`src/rtl/tcpq_pkg.sv`:
```
// Shared types, constants and helpers for the two-class priority queue.
`default_nettype none

package tcpq_pkg;

    localparam int QUEUE_DEPTH = 64;
    localparam int PTR_W       = $clog2(QUEUE_DEPTH);
    localparam int CNT_W       = $clog2(QUEUE_DEPTH + 1);
    localparam int VAL_W       = 8;
    localparam int SRV_W       = 8;
    localparam int UNIT_W      = (CNT_W > VAL_W) ? CNT_W : VAL_W;

    localparam logic [VAL_W-1:0] THR_RESET  = 8'd60;
    localparam logic             CMD_INSERT = 1'b0;
    localparam logic             CMD_SERVE  = 1'b1;

    typedef enum logic [2:0] {
        S_IDLE,
        S_INSERT,
        S_TAKE_HIGH,
        S_TAKE_LOW,
        S_READ,
        S_DONE
    } t_state;

    // Advance a ring pointer by step (step never above QUEUE_DEPTH), wrapping once.
    function automatic logic [PTR_W-1:0] ptr_adv(input logic [PTR_W-1:0] ptr,
                                                 input logic [CNT_W-1:0] step);
        logic [PTR_W:0] sum;
        sum = {1'b0, ptr} + (PTR_W + 1)'(step);
        if (sum >= (PTR_W + 1)'(QUEUE_DEPTH)) begin
            sum = sum - (PTR_W + 1)'(QUEUE_DEPTH);
        end
        return sum[PTR_W-1:0];
    endfunction

endpackage

`default_nettype wire

```
`src/rtl/two_class_priority_queue_top.sv`:
```
// Two-class strict-priority queue: two ring stores served under one small sequencer.
`default_nettype none

// Two bounded FIFOs (high and low, QUEUE_DEPTH entries of 8 bits each) share one
// strict-priority server. An insert transfer (command 0) places a nonzero value in
// the high queue when it is strictly above the threshold register, else in the low
// queue; a full target drops the value and flags it. A serve transfer (command 1)
// removes up to value entries, high queue first, then low. Every input transfer
// produces exactly one output transfer with both counts, heads and tails (zero for
// an empty queue), the number served and the drop flag. The comparisons run through
// one shared subtract/compare unit stepped by the sequencer: the threshold test on
// an insert, then the min(remaining, fill) on each queue during a serve. An insert
// passes through the threshold step, the synchronous head read of the stores and the
// result load before ready returns. A serve takes one step per queue in place of the
// single threshold step. The block is not ready while an item is at work. The output
// register lets a finished result wait for its transfer while the next item is
// accepted; the sequencer holds in its last step only if a second result is due
// before the first has left. The user writes the threshold (reset 60) through
// i_cfg_we/i_cfg_wdata only while idle; the block itself does not enforce this.
module two_class_priority_queue_top (
    input  wire                        i_clk,
    input  wire                        i_rst_n,
    input  wire                        i_cfg_we,
    input  wire [tcpq_pkg::VAL_W-1:0]  i_cfg_wdata,
    input  wire                        i_in_valid,
    output logic                       o_in_ready,
    input  wire                        i_command,
    input  wire [tcpq_pkg::VAL_W-1:0]  i_value,
    output logic                       o_out_valid,
    input  wire                        i_out_ready,
    output logic [tcpq_pkg::CNT_W-1:0] o_high_count,
    output logic [tcpq_pkg::VAL_W-1:0] o_high_head,
    output logic [tcpq_pkg::VAL_W-1:0] o_high_tail,
    output logic [tcpq_pkg::CNT_W-1:0] o_low_count,
    output logic [tcpq_pkg::VAL_W-1:0] o_low_head,
    output logic [tcpq_pkg::VAL_W-1:0] o_low_tail,
    output logic [tcpq_pkg::SRV_W-1:0] o_served,
    output logic                       o_dropped
);
    import tcpq_pkg::*;

    // Ring stores; contents are never cleared, fill counts guard every read.
    logic [VAL_W-1:0] high_mem [QUEUE_DEPTH];
    logic [VAL_W-1:0] low_mem  [QUEUE_DEPTH];

    t_state           r_state,  n_state;
    logic             r_cmd;
    logic [VAL_W-1:0] r_val;
    logic [VAL_W-1:0] r_thr;
    logic [UNIT_W-1:0] r_rem,   n_rem;
    logic [SRV_W-1:0] r_served, n_served;
    logic             r_dropped, n_dropped;

    logic [PTR_W-1:0] r_high_rd, n_high_rd, r_high_wr, n_high_wr;
    logic [PTR_W-1:0] r_low_rd,  n_low_rd,  r_low_wr,  n_low_wr;
    logic [CNT_W-1:0] r_high_fill, n_high_fill, r_low_fill, n_low_fill;
    logic [VAL_W-1:0] r_high_tail, r_low_tail;
    logic [VAL_W-1:0] r_high_rdata, r_low_rdata;

    logic             r_out_valid, n_out_valid;
    logic [CNT_W-1:0] r_out_high_count, r_out_low_count;
    logic [VAL_W-1:0] r_out_high_head, r_out_high_tail, r_out_low_head, r_out_low_tail;
    logic [SRV_W-1:0] r_out_served;
    logic             r_out_dropped;

    logic             in_xfer;
    logic             high_push, low_push;
    logic             load_out;

    // Shared unit: one subtractor, borrow doubles as the less-than flag.
    logic [UNIT_W-1:0] unit_a, unit_b, take;
    logic [UNIT_W:0]   unit_diff;
    logic              unit_lt;

    assign o_in_ready = (r_state == S_IDLE);
    assign in_xfer    = i_in_valid && o_in_ready;

    always_comb begin
        unit_a = r_rem;
        unit_b = UNIT_W'(r_high_fill);
        case (r_state)
            S_INSERT:    begin
                unit_a = UNIT_W'(r_thr);
                unit_b = UNIT_W'(r_val);
            end
            S_TAKE_HIGH: begin
                unit_a = r_rem;
                unit_b = UNIT_W'(r_high_fill);
            end
            S_TAKE_LOW:  begin
                unit_a = r_rem;
                unit_b = UNIT_W'(r_low_fill);
            end
            default:     begin
                unit_a = r_rem;
                unit_b = UNIT_W'(r_high_fill);
            end
        endcase
        unit_diff = {1'b0, unit_a} - {1'b0, unit_b};
        unit_lt   = unit_diff[UNIT_W];
        // min(remaining, fill)
        take      = unit_lt ? unit_a : unit_b;
    end

    // Sequencer: next state and datapath updates.
    always_comb begin
        n_state     = r_state;
        n_rem       = r_rem;
        n_served    = r_served;
        n_dropped   = r_dropped;
        n_high_rd   = r_high_rd;
        n_high_wr   = r_high_wr;
        n_low_rd    = r_low_rd;
        n_low_wr    = r_low_wr;
        n_high_fill = r_high_fill;
        n_low_fill  = r_low_fill;
        n_out_valid = r_out_valid && !i_out_ready;
        high_push   = 1'b0;
        low_push    = 1'b0;
        load_out    = 1'b0;
        case (r_state)
            S_IDLE: begin
                if (in_xfer) begin
                    n_rem     = UNIT_W'(i_value);
                    n_served  = '0;
                    n_dropped = 1'b0;
                    n_state   = (i_command == CMD_SERVE) ? S_TAKE_HIGH : S_INSERT;
                end
            end
            S_INSERT: begin
                // Threshold below value: high queue.
                if (r_val != '0) begin
                    if (unit_lt) begin
                        if (r_high_fill == CNT_W'(QUEUE_DEPTH)) begin
                            n_dropped = 1'b1;
                        end else begin
                            high_push   = 1'b1;
                            n_high_wr   = ptr_adv(r_high_wr, CNT_W'(1));
                            n_high_fill = r_high_fill + CNT_W'(1);
                        end
                    end else begin
                        if (r_low_fill == CNT_W'(QUEUE_DEPTH)) begin
                            n_dropped = 1'b1;
                        end else begin
                            low_push   = 1'b1;
                            n_low_wr   = ptr_adv(r_low_wr, CNT_W'(1));
                            n_low_fill = r_low_fill + CNT_W'(1);
                        end
                    end
                end
                n_state = S_READ;
            end
            S_TAKE_HIGH: begin
                n_high_fill = r_high_fill - CNT_W'(take);
                n_high_rd   = ptr_adv(r_high_rd, CNT_W'(take));
                n_served    = r_served + SRV_W'(take);
                n_rem       = unit_lt ? '0 : unit_diff[UNIT_W-1:0];
                n_state     = S_TAKE_LOW;
            end
            S_TAKE_LOW: begin
                n_low_fill = r_low_fill - CNT_W'(take);
                n_low_rd   = ptr_adv(r_low_rd, CNT_W'(take));
                n_served   = r_served + SRV_W'(take);
                n_rem      = unit_lt ? '0 : unit_diff[UNIT_W-1:0];
                n_state    = S_READ;
            end
            S_READ: begin
                n_state = S_DONE;
            end
            S_DONE: begin
                // Hold while the previous result still waits for its transfer.
                if (!r_out_valid || i_out_ready) begin
                    load_out    = 1'b1;
                    n_out_valid = 1'b1;
                    n_state     = S_IDLE;
                end
            end
            default: begin
                n_state = S_IDLE;
            end
        endcase
    end

    // Control state.
    always_ff @(posedge i_clk) begin
        if (!i_rst_n) begin
            r_state     <= S_IDLE;
            r_thr       <= THR_RESET;
            r_rem       <= '0;
            r_served    <= '0;
            r_dropped   <= 1'b0;
            r_high_rd   <= '0;
            r_high_wr   <= '0;
            r_low_rd    <= '0;
            r_low_wr    <= '0;
            r_high_fill <= '0;
            r_low_fill  <= '0;
            r_out_valid <= 1'b0;
        end else begin
            r_state     <= n_state;
            r_rem       <= n_rem;
            r_served    <= n_served;
            r_dropped   <= n_dropped;
            r_high_rd   <= n_high_rd;
            r_high_wr   <= n_high_wr;
            r_low_rd    <= n_low_rd;
            r_low_wr    <= n_low_wr;
            r_high_fill <= n_high_fill;
            r_low_fill  <= n_low_fill;
            r_out_valid <= n_out_valid;
            if (i_cfg_we) begin
                r_thr <= i_cfg_wdata;
            end
        end
    end

    // Payload registers: captured item, tails, store ports, result.
    always_ff @(posedge i_clk) begin
        if (in_xfer) begin
            r_cmd <= i_command;
            r_val <= i_value;
        end
        if (high_push) begin
            high_mem[r_high_wr] <= r_val;
            r_high_tail         <= r_val;
        end
        if (low_push) begin
            low_mem[r_low_wr] <= r_val;
            r_low_tail        <= r_val;
        end
        if (r_state == S_READ) begin
            r_high_rdata <= high_mem[r_high_rd];
            r_low_rdata  <= low_mem[r_low_rd];
        end
        if (load_out) begin
            r_out_high_count <= r_high_fill;
            r_out_low_count  <= r_low_fill;
            r_out_high_head  <= (r_high_fill == '0) ? '0 : r_high_rdata;
            r_out_high_tail  <= (r_high_fill == '0) ? '0 : r_high_tail;
            r_out_low_head   <= (r_low_fill == '0) ? '0 : r_low_rdata;
            r_out_low_tail   <= (r_low_fill == '0) ? '0 : r_low_tail;
            r_out_served     <= (r_cmd == CMD_SERVE) ? r_served : '0;
            r_out_dropped    <= (r_cmd == CMD_INSERT) ? r_dropped : 1'b0;
        end
    end

    assign o_out_valid  = r_out_valid;
    assign o_high_count = r_out_high_count;
    assign o_high_head  = r_out_high_head;
    assign o_high_tail  = r_out_high_tail;
    assign o_low_count  = r_out_low_count;
    assign o_low_head   = r_out_low_head;
    assign o_low_tail   = r_out_low_tail;
    assign o_served     = r_out_served;
    assign o_dropped    = r_out_dropped;

    // Fill counts never pass the ring depth.
    a_fill_bound: assert property (@(posedge i_clk) disable iff (!i_rst_n)
        (r_high_fill <= CNT_W'(QUEUE_DEPTH)) && (r_low_fill <= CNT_W'(QUEUE_DEPTH)))
        else $error("queue fill count beyond depth");

    // A serve never removes more than it asked for.
    a_served_bound: assert property (@(posedge i_clk) disable iff (!i_rst_n)
        (r_state == S_DONE && r_cmd == CMD_SERVE) |-> (r_served <= SRV_W'(r_val)))
        else $error("served count exceeds request");

    // A result appears only from the final sequencer step.
    a_out_from_done: assert property (@(posedge i_clk) disable iff (!i_rst_n)
        $rose(r_out_valid) |-> $past(r_state == S_DONE))
        else $error("result raised outside the final step");

    // An accepted insert goes to the threshold step next.
    a_insert_path: assert property (@(posedge i_clk) disable iff (!i_rst_n)
        (in_xfer && i_command == CMD_INSERT) |=> (r_state == S_INSERT))
        else $error("insert did not enter its step");

    // Fill counts change only while an item is at work.
    a_fill_idle: assert property (@(posedge i_clk) disable iff (!i_rst_n)
        (r_state == S_IDLE) |=> ($stable(r_high_fill) && $stable(r_low_fill)))
        else $error("fill count moved while idle");

endmodule

`default_nettype wire

```
`config.mk`:
```
export PLATFORM = sky130hd
export DESIGN_NAME = two_class_priority_queue_top
export DESIGN_NICKNAME = d
export VERILOG_FILES = /design/src/rtl/tcpq_pkg.sv /design/src/rtl/two_class_priority_queue_top.sv
export SDC_FILE = /design/constraint.sdc
export NUM_CORES = 1
export LEC_CHECK = 0
export ABC_AREA = 1
export BUFFER_PORTS_ARGS = -buffer_cell sky130_fd_sc_hd__buf_4
export CORE_MARGIN = 2
export CORE_UTILIZATION = 45
export CTS_CLUSTER_SIZE = 8
export DETAILED_ROUTE_END_ITERATION = 6
export HOLD_SLACK_MARGIN = 0.15
export MAX_ROUTING_LAYER = met4
export SKIP_LAST_GASP = 1
export SLEW_MARGIN = 0
export SYNTH_ARGS = -nofsm -noshare
export SYNTH_HDL_FRONTEND = slang
export SYNTH_SLANG_ARGS = --single-unit
```
`constraint.sdc`:
```
create_clock -name i_clk -period 8 [get_ports i_clk]
set_input_delay 0 -clock i_clk [delete_from_list [all_inputs] [get_ports i_clk]]
set_output_delay 0 -clock i_clk [all_outputs]
set_load 0.01 [all_outputs]
```
Word-level counts from Yosys, hierarchy flattened
Memories as Yosys holds them, arrays and structs flattened. A register that Yosys moved wholly into a read port is not among the register bits.
Cells that the tools add are included.
{"block": "word_totals", "regBits": 147, "ramBits": 1024, "input_bits": 22, "out_inout_bits": 57, "elab_cells": 131, "n_memories": 2}
{"block": "classes", "add_sub_neg": 14, "magnitude_cmp": 4, "n_eq_ne": 16, "n_mux": 46, "bitwise": 3, "reduce_logical": 22}
{"memory": "high_mem", "depth": 64, "word_bits": 8, "rd": 1, "rd_clocked_by_memory_dff": 1, "write_ports": 1, "line_no": "two_class_priority_queue_top.sv:43", "source": "logic [VAL_W-1:0] high_mem [QUEUE_DEPTH];"}
{"memory": "low_mem", "depth": 64, "word_bits": 8, "rd": 1, "rd_clocked_by_memory_dff": 1, "write_ports": 1, "line_no": "two_class_priority_queue_top.sv:44", "source": "logic [VAL_W-1:0] low_mem [QUEUE_DEPTH];"}
{"operator": "case mux 8 bit (2 select lines)", "n": 3}
{"operator": "two-way mux 7 bit", "n": 6}
{"operator": "two-way mux 8 bit", "n": 5}
{"operator": ">= comparator 7 bit, second input constant", "n": 4}
{"operator": "case mux 7 bit (2 select lines)", "n": 2}
{"operator": "two-way mux 6 bit", "n": 4}
{"operator": "subtractor 6 x 1 -> 6 bit, second input constant", "n": 4}
{"operator": "two-way mux 1 bit", "n": 21}
{"operator": "AND reduction 4 bit", "n": 4}
{"operator": "case mux 3 bit (5 select lines)", "n": 1}
{"operator": "adder 6 x 1 -> 7 bit, second input constant", "n": 2}
{"operator": "adder 6 x 7 -> 7 bit", "n": 2}
{"operator": "adder 7 x 1 -> 7 bit, second input constant", "n": 2}
{"operator": "== test 7 bit, second input constant", "n": 2}
{"operator": "zero test 7 bit", "n": 2}
{"operator": "subtractor 7 bit", "n": 2}
{"operator": "inequality test 2 bit, second input constant", "n": 6}
{"operator": "subtractor 8 x 8 -> 9 bit", "n": 1}
{"operator": "adder 8 bit", "n": 1}
{"operator": "nonzero test 2 bit", "n": 4}
{"operator": "nonzero test 8 bit", "n": 1}
{"operator": "== test 3 x 2 -> 1 bit, second input constant", "n": 2}
{"operator": "== test 3 bit, second input constant", "n": 2}
{"operator": "two-way mux 3 bit", "n": 2}
{"operator": "13 further kinds", "n": 20}

Depth between registers and ports, before layout
Gate-level depths: netlist (run 1).
{"block": "logic_depth", "ltp_word": 8, "mapped_depth": 32, "mapped_depth_nobuf": 31}

Least setup slack after synthesis (run 1)
No wires, ideal clock.
{"block": "synth_path", "path_type": "flip-flop to flip-flop", "start": "reg r_val[5]", "end": "reg r_served[6]", "setup_time_ns": 0.070, "arrival_time_ns": 5.560, "t_required_ns": 7.930, "path_slack_ns": 2.369, "path_stages_with_launch": 23, "path_buffers": 1, "period_less_slack_ns": 5.631, "cell_sequence": "edfxtp_1 > inv_1 > nor2_1 > inv_1 > a31oi_1 > inv_1 > ha_1 > a21oi_1 > o21bai_1 > a21oi_1 > nand2_4 > buf_6 > o21ai_0 > inv_1 > fa_1 > o31ai_1 > inv_1 > nor2_1 > nor2_1 > nor2_1 > nor3_1 > nand3b_1 > a21oi_1"}
{"block": "synth_via", "elab_chain_cells": 5}
{"element": "from (decl)", "line_no": "two_class_priority_queue_top.sv:48", "source": "logic [VAL_W-1:0] r_val;"}
{"element": "from (signal assigned)", "line_no": "two_class_priority_queue_top.sv:221", "source": "r_val <= i_value;"}
{"element": "case mux 8 bit (2 select lines) (*)", "line_no": "two_class_priority_queue_top.sv:81", "source": "case (r_state)"}
{"element": "subtractor 8 x 8 -> 9 bit", "line_no": "two_class_priority_queue_top.sv:99", "source": "unit_diff = {1'b0, unit_a} - {1'b0, unit_b};"}
{"element": "two-way mux 8 bit (*)", "line_no": "two_class_priority_queue_top.sv:102", "source": "take = unit_lt ? unit_a : unit_b;"}
{"element": "adder 8 bit (*)", "line_no": "two_class_priority_queue_top.sv:156, two_class_priority_queue_top.sv:163"}
{"element": "case mux 8 bit (2 select lines) (*)", "line_no": "two_class_priority_queue_top.sv:121", "source": "case (r_state)"}
{"element": "to (signal assigned)", "line_no": "two_class_priority_queue_top.sv:202", "source": "r_served <= n_served;"}
{"element": "to (decl)", "line_no": "two_class_priority_queue_top.sv:51", "source": "logic [SRV_W-1:0] r_served, n_served;"}
Mark *: on every way between the ends. The rest lies on a longest branch, timed or not.
A chain may end at the register's enable or synchronous reset.

Final worst setup path (run 1)
{"block": "layout_path", "start": "reg r_state[0]", "end": "reg r_served[6]"}
{"block": "layout_via", "elab_chain_cells": 6, "elab_cells_between_ends": 15, "classes_between": "2 x add/sub; 4 x eq/ne; 4 x mux; 5 x reduce/logical"}
{"element": "from (decl)", "line_no": "two_class_priority_queue_top.sv:46", "source": "t_state r_state, n_state;"}
{"element": "from (signal assigned)", "line_no": "two_class_priority_queue_top.sv:200", "source": "r_state <= n_state;"}
{"element": "== test 3 x 2 -> 1 bit or == test 3 x 1 -> 1 bit (tied branches)", "line_no": "two_class_priority_queue_top.sv:81, two_class_priority_queue_top.sv:121"}
{"element": "case mux 8 bit (2 select lines) or two-way mux 8 bit (tied branches)", "line_no": "two_class_priority_queue_top.sv:81"}
{"element": "subtractor 8 x 8 -> 9 bit", "line_no": "two_class_priority_queue_top.sv:99"}
{"element": "two-way mux 8 bit", "line_no": "two_class_priority_queue_top.sv:102"}
{"element": "adder 8 bit", "line_no": "two_class_priority_queue_top.sv:156, two_class_priority_queue_top.sv:163"}
{"element": "case mux 8 bit (2 select lines)", "line_no": "two_class_priority_queue_top.sv:121"}
Several ways; a longest one is shown, not always the timed one.

==> results of run 1 <==
## power by group through the flow
stage               Clock (mW)  Sequential, mW  Combinational, mW
floorplan                    0            7.34               1.35
global placement             0            7.30               2.17
detailed placement           0            7.31               2.19
CTS                       6.48            7.19               2.22
global route              6.74            7.19               2.47
finish                    6.39            7.19               2.24
## worst max-delay path, delay by kind of cell, from the launching register on
kind,cells,cell delay (ns)
AO/OA/AOI/OAI,7,2.16
flip-flops,1,0.44
adder cells (fa/ha/maj),2,0.87
AND/OR/NAND/NOR,8,1.24
buffers and inverters,4,0.87
## layout make-up
type,count,area share [%]
flip-flops and latches,1187,63.3
clock buffers,232,7.96
repair buffers,187,2.88
well taps,1391,3.15
clock inverters,17,0.613
inverters,149,1.04
diodes,1,0.00452
multi-input cells,2362,21.1
## synthesized netlist by cell type, types with 2 or more instances
cell type	instances	area share [%]
a211oi_1	8	0.12
a21oi_1	78	0.81
a31oi_1	5	0.065
and2_1	3	0.039
buf_1	2	0.016
buf_2	5	0.052
buf_4	2	0.031
buf_6	2	0.047
clkbuf_1	225	1.8
clkinv_1	6	0.047
dfxtp_1	67	2.8
edfxtp_1	1120	70
fa_1	5	0.21
ha_1	37	0.96
inv_1	131	1.0
inv_2	11	0.086
nand2_1	150	1.2
nand2_2	3	0.039
nand3_1	51	0.53
nand3_2	9	0.19
nand3b_1	2	0.031
nand4_1	7	0.091
nor2_1	898	7.0
nor2_2	7	0.091
nor3_1	10	0.10
nor4_1	6	0.078
o211ai_1	20	0.31
o21ai_0	696	7.2
o21ai_1	7	0.073
o21bai_1	4	0.062
o221ai_1	32	0.58
o22ai_1	282	3.7
o311ai_0	3	0.055
o31ai_1	3	0.047
o32ai_1	6	0.11
or2_2	6	0.078
xnor2_1	5	0.091
xor2_1	11	0.20
## metrics by stage
stage / setup slack, ns / utilization (%) / hold WS [ns] / cell area [um^2]
3_3_place_gp: 2.56 / 47.3 / 0.192 / 50000
2_1_floorplan: 2.37 / - / 0.0989 / 48100
4_1_cts: 2.42 / 52.3 / 0.168 / 55300
3_5_place_dp: 2.42 / 47.3 / 0.197 / 50000
5_1_grt: 1.72 / 52.3 / 0.212 / 55300
6_report: 2.35 / 52.3 / 0.227 / 55300
## placed cells by master (no fill, tap or decap), types with 4 or more instances in the layout
master,n
o221ai_1,32
nand3_2,9
nor4_1,5
nand4_1,7
o21bai_1,4
nor3_1,10
clkbuf_1,66
or2_2,6
o22ai_1,282
buf_4,124
o21ai_0,696
a21oi_1,77
clkinv_16,6
clkinv_8,5
inv_1,127
dfxtp_1,61
inv_2,11
xnor2_1,5
clkinv_1,7
nand2_1,150
a211oi_1,8
fa_1,5
edfxtp_1,1120
nor2_1,897
dfxtp_4,4
o211ai_1,20
o32ai_1,6
nand3_1,51
xor2_1,11
nor2_2,8
o21ai_1,7
a31oi_1,5
dlygate4sd3_1,60
clkbuf_16,166
ha_1,37
## how the worst max path moves through the flow
| stage | startpoint | end | slack, ns | cells after the start |
|---|---|---|---|---|
| floorplan | r_val[5] | r_served[6] | 2.37 | 22 |
| global placement | r_state[0] | r_served[6] | 2.56 | 21 |
| detailed placement | r_state[0] | r_served[6] | 2.42 | 21 |
| CTS | r_state[0] | r_served[6] | 2.42 | 21 |
| global route | r_state[0] | r_served[6] | 1.72 | 21 |
| finish | r_state[0] | r_served[6] | 2.35 | 21 |
## timing repair
item | 4_1_cts | 5_1_grt
hold buffers | 60 | 0
hold endpoints to repair | 113 | 0
buffers inserted | 0 | 0
## cell families after synthesis
| logic type | count (synthesis) |
|---|---|
| AND/OR/NAND/NOR | 1157 |
| buffers and inverters | 385 |
| AO/OA/AOI/OAI | 1147 |
| flip-flops | 1187 |
| XOR/XNOR | 16 |
| adder cells (fa/ha/maj) | 42 |
## per-layer routing
layer | routed length [um] | track usage, % | vias to the layer above
met5 | 0 | - | -
met4 | 2990 | 7.09 | 0
met3 | 9190 | 3.75 | 202
met2 | 59400 | 36.2 | 1280
met1 | 54800 | 32.9 | 15800
li1 | - | - | 14700
==> impl_metrics.json, run 1 <==
{
  "status": "completed",
  "seqCellArea_um2": 35000,
  "firstDrtPassIters": 6,
  "io_buffers": 78,
  "synth_simple_gate_area_share_pct": 9.57,
  "cpMaxStageDelayCell": "o21ai_0",
  "htree_levels": 4,
  "worstHoldStart": "i_command",
  "detail-route-antenna-nets": 0,
  "avgSynthCellArea_um2": 12.2,
  "core_um2": 106000,
  "multiInputGateArea_um2": 11700,
  "top_regs": "high_mem: 512 flops, low_mem: 512 flops",
  "grt_pass1_wl_mm": 190,
  "arrival_ns": 6.34,
  "cpPeakStageDelay_ns": 0.73,
  "worst-slew-pin-transition_ns": 1.11,
  "synth_fp_nets": 3998,
  "cts.sinks": 1187,
  "synth_cells": 3934,
  "synth_xor_area_share_pct": 0.291,
  "p_int_mw": 11.5,
  "peakVddDrop_mv": 0.177,
  "io_pins": 79,
  "fin_nets": 4117,
  "cts_buffer_depth": 3,
  "ys_seq_area_share_pct": 72.7,
  "grt_setup_unrepaired": "no",
  "nFillCells": 8943,
  "syn_area_um2": 48100,
  "ys_types": 47,
  "skew_ns": 0.0290,
  "yosys.area_share.adder_pct": 1.17,
  "slew_headroom_pct": 25.6,
  "timing.final.max_slew_violations": 0,
  "placed_cells": 5216,
  "synth_top_family_by_area": "compound AO/OA/AOI/OAI gates",
  "die_x_um": 331,
  "clockRootBuffer": "clkbuf_16",
  "drcViolationCount": 0,
  "wl_mm": 126,
  "pwr-share-clk_pct": 40.4,
  "clk_latency_ns": 0.76,
  "start_util_pct": 45.5,
  "cts_tree": "built",
  "worstPathCellList": "nand3_1 -> inv_2 -> nand2_1 -> a31oi_1 -> inv_1 -> ha_1 -> a21oi_1 -> o21bai_1 -> a21oi_1 -> nand2_4 -> o21ai_0 -> inv_1 -> fa_1 -> o31ai_1 -> inv_1 -> nor2_1 -> nor2_1 -> nor2_1 -> nor3_1 -> nand3b_1 -> a21oi_1",
  "placement_rows": 119,
  "hpwl_mm": 71.5,
  "stdcell_count": 5526,
  "endpoint_kind": "register",
  "finalSetupViolations": 0,
  "comb_power_share_pct": 14.2,
  "antenna_found_initial": 1,
  "finalPower_mw": 15.8,
  "reg2reg_depth": 21,
  "max_freq_mhz": 177,
  "die_area_um2": 110000,
  "path_clk_slew_ns": 0.06,
  "ys.flop_type": "edfxtp_1",
  "switching_power_mw": 4.33,
  "p_leak_nw": 18.5,
  "cp-start-kind": "register",
  "drive_gt1_share_pct": 8.81,
  "wl_per_cell_um": 22.9,
  "setup_tns_ns": 0,
  "die_h_um": 331,
  "hold_depth": 4,
  "vias_per_cell": 5.78,
  "r2r-start": "r_state[0]",
  "grt_usage_pct": 23.7,
  "fin_crit_ns": 5.65,
  "ctsResizeCount": 0,
  "synth_compound_area_share_pct": 13.2,
  "grt_max_degree": 196,
  "drt_iter0_drc": 3059,
  "ys_seq_elements": 1187,
  "ys_warn_count": 0,
  "hold_viol": 0,
  "period_share_pct": 70.6,
  "switching_share_pct": 27.4,
  "syn_to_final_growth_pct": 15.0,
  "grt-ovfl-total": 0,
  "ys_async_sr_fraction_pct": 0,
  "grt_pass1_vias": 30000,
  "cp_data_required_time_ns": 8.70,
  "r2r_setup_slack_ns": 2.35,
  "crit_type": "register to register",
  "min_to": "r_state[1]",
  "gp_congestion": 0.906,
  "seq_power_share_pct": 45.5,
  "vias": 31900,
  "synth_edf_count": 1120,
  "r2r-end": "r_served[6]",
  "synth_mux_area_share_pct": 0,
  "cts_buffers": 166,
  "max_cap_violations": 0,
  "p_per_area_nw_per_um2": 286,
  "hold_path.class": "input port to register",
  "worst-path-max-fanout": 15
}
Note: power is estimated with default switching activity, not from simulation.
==> run 2: changes to the inputs <==
--- a/config.mk
+++ b/config.mk
@@ -5,7 +5,7 @@
 export SDC_FILE = /design/constraint.sdc
 export NUM_CORES = 1
 export LEC_CHECK = 0
-export ABC_AREA = 1
+export ABC_AREA = 0
 export BUFFER_PORTS_ARGS = -buffer_cell sky130_fd_sc_hd__buf_4
 export CORE_MARGIN = 2
 export CORE_UTILIZATION = 45
==> constraint.sdc (replaced) <==
create_clock -name i_clk -period 5.1 [get_ports i_clk]
set_input_delay 0 -clock i_clk [delete_from_list [all_inputs] [get_ports i_clk]]
set_output_delay 0 -clock i_clk [all_outputs]
set_load 0.01 [all_outputs]
==> run 2 against run 1 <==
  * Via count down 28%
  * Die area decreased by 2.1%
  * Routed wire length fell by 15%
  * Sequential power grew 54%
  * Sequential cell count unchanged
  * Critical path depth unchanged
  * Worst hold slack lost 0.032 ns
==> impl_metrics.json, run 2 <==
{
  "stdcell_count": 4023,
  "multiInputGateArea_um2": 11600,
  "yosysTopAreaCellShare_pct": 71.4,
  "top_regs": "high_mem: 512 flops, low_mem: 512 flops",
  "io_pins": 79,
  "crit_type": "register to register",
  "hold_viol": 0,
  "p_int_mw": 17.9,
  "synthTopCellsByArea": "edfxtp_1 71%, mux4_2 16%, dfxtp_1 2.8%",
  "peakVddDrop_mv": 0.242,
  "max_freq_mhz": 207,
  "switching_power_mw": 5.59,
  "max_cap_violations": 0,
  "worstPathCellList": "nor3b_2 -> buf_6 -> mux2_2 -> ha_1 -> and3_1 -> a221o_1 -> a21o_1 -> a21o_4 -> buf_4 -> nand2_1 -> o21a_1 -> inv_1 -> ha_1 -> a21o_1 -> a21o_1 -> a21o_1 -> a21oi_2 -> o21ai_1 -> xnor2_1 -> or3_1 -> a21boi_1",
  "die_x_um": 328,
  "ys_warn_count": 0,
  "p_per_area_nw_per_um2": 427,
  "die_area_um2": 107000,
  "synth_edf_count": 1120,
  "fin_util_pct": 53.0,
  "worst-path-max-fanout": 15,
  "cp_data_required_time_ns": 5.79,
  "firstDrtPassIters": 5,
  "arrival_ns": 5.53,
  "placed_area_um2": 49700,
  "diodes": 0,
  "io_buffers": 78,
  "cts_buffer_depth": 3,
  "crit_buf_inv": 3,
  "placed_cells": 3724,
  "syn_area_um2": 47100,
  "die_h_um": 328,
  "path_delay_family": "compound AO/OA/AOI/OAI gates",
  "cts_buffers": 166,
  "hpwl_mm": 65.8,
  "finalPower_mw": 23.5,
  "hold_ws_ns": 0.194,
  "gp_congestion": 0.852,
  "setup_tns_ns": 0,
  "ys.flop_type": "edfxtp_1",
  "final_cell_area_um2": 55000,
  "timing.final.max_slew_violations": 0,
  "cp_common_cell": "a21o_1",
  "wl_mm": 107,
  "drive_gt1_share_pct": 27.9,
  "ys_seq_elements": 1187,
  "hold_path.class": "input port to register",
  "fin_ws_ns": 0.262,
  "grt_pass1_vias": 23900,
  "wl_per_cell_um": 26.6,
  "drcViolationCount": 0,
  "mostFrequentLayoutCells": "1120 x edfxtp_1, 336 x mux4_2, 197 x nor2_1",
  "comb_power_share_pct": 10.1,
  "netlist_top_cells_count": "1120 x edfxtp_1, 336 x mux4_2, 200 x nor2_1",
  "ys_seq_area_share_pct": 74.3,
  "final_common_cell": "edfxtp_1",
  "vias": 23000,
  "cpMaxStageDelayCell": "ha_1",
  "worst-slew-pin-transition_ns": 1.26,
  "synth_area_leader_cell": "edfxtp_1",
  "detail-route-antenna-nets": 0,
  "period_share_pct": 94.9,
  "endpoint_kind": "register",
  "clk_latency_ns": 0.76,
  "synth_cells": 2310,
  "grt-ovfl-total": 0,
  "cts_setup_buffers": 0,
  "ys_types": 65,
  "antenna_found_initial": 1,
  "path_clk_slew_ns": 0.05,
  "drt_iter0_drc": 2398,
  "placement_rows": 118,
  "skew_ns": 0.0327,
  "nFillCells": 7971,
  "p_leak_nw": 17.2,
  "seq_power_share_pct": 47.5,
  "core_um2": 104000,
  "pwr-share-clk_pct": 42.4,
  "yosysMostFrequentCell": "edfxtp_1",
  "vias_per_cell": 5.72,
  "syn_to_final_growth_pct": 16.7,
  "fin_crit_ns": 4.84,
  "status": "completed",
  "grt_usage_pct": 21.0,
  "seqCellArea_um2": 35000,
  "ys_async_sr_fraction_pct": 0,
  "grt_setup_unrepaired": "no",
  "htree_levels": 4,
  "clockRootBuffer": "clkbuf_16",
  "synth_fp_nets": 2374,
  "avgSynthCellArea_um2": 20.4,
  "cpPeakStageDelay_ns": 0.37,
  "preCtsSetupSlack_ns": 0.189,
  "grt_pass1_wl_mm": 160,
  "slew_headroom_pct": 16.2,
  "fin_nets": 2630,
  "cts_tree": "built",
  "cp-start-kind": "register",
  "grt_max_degree": 98,
  "finalSetupViolations": 0,
  "cts.sinks": 1187,
  "switching_share_pct": 23.8,
  "start_util_pct": 45.4
}
[run 2: cell count changes in the layout (fill, tap and decap cells not counted), sizes merged, moves of 28 or more]
cell	previous run	this run
buf	127	159
nand2	154	62
nor2	906	201
nand3	61	19
o221ai	32	0
nor2b	0	42
o21ai	704	18
mux2i	0	34
o22ai	282	1
inv	145	32
mux4	0	336
a21oi	78	50
[run 2: routing by layer]
metal | share of wire [%] | vias to the layer above | global-route usage (%) | wire length [um]
met2 | 50 | 705 | 33.3 | 53800
met4 | 1.7 | 0 | 5.36 | 1870
met3 | 5.7 | 149 | 3.51 | 6080
met1 | 42 | 12300 | 28.4 | 45300
li1 | - | 9874 | - | -
met5 | 0 | - | - | 0
[run 2: path summary, 6_finish.rpt]
| kind | end | cells past startpoint | start | slack, ns |
|---|---|---|---|---|
| worst max register to register | r_served[7] | 21 | r_state[0] | 0.26 |
| worst min register to register | r_served[7] | 2 | r_served[7] | 0.50 |
| worst max-delay path | r_served[7] | 21 | r_state[0] | 0.26 |
| worst min-delay path | r_thr[6] | 4 | i_cfg_we | 0.19 |
[run 2: power groups by stage]
stage / clock, mW / sequential, mW / combinational, mW
after floorplan: 0 / 11.4 / 1.49
after global placement: 0 / 11.3 / 2.29
after detailed placement: 0 / 11.3 / 2.34
after CTS: 10.1 / 11.1 / 2.38
after global routing: 10.5 / 11.1 / 2.55
final: 9.95 / 11.1 / 2.37
[run 2: cell families after synthesis]
group           synth area share, %
xor+xnor                      0.688
buf+inv                        1.28
mux                            17.0
fa+ha+maj                      1.24
compound gates                 1.64
flops                          74.3
simple gates                   3.88
[run 2: repair_timing]
action	CTS	global route
gates resized for setup	0	4
endpoints found under the hold margin	64	0
setup endpoints to repair	0	90
hold buffers	54	0
[run 2: cell type report]
class	instances	area share [%]
timing repair buffer	213	3.30
inverter	27	0.184
clock buffer	229	7.99
multi-input combinational	971	21.2
sequential	1187	63.7
clock inverter	16	0.558
tap	1380	3.14
[run 2: worst min-delay path, cell delays in order]
cell	delay (ns)
buf_4	0.17
mux2i_1	0.09
dlygate4sd3_1	0.56
nor2_1	0.08
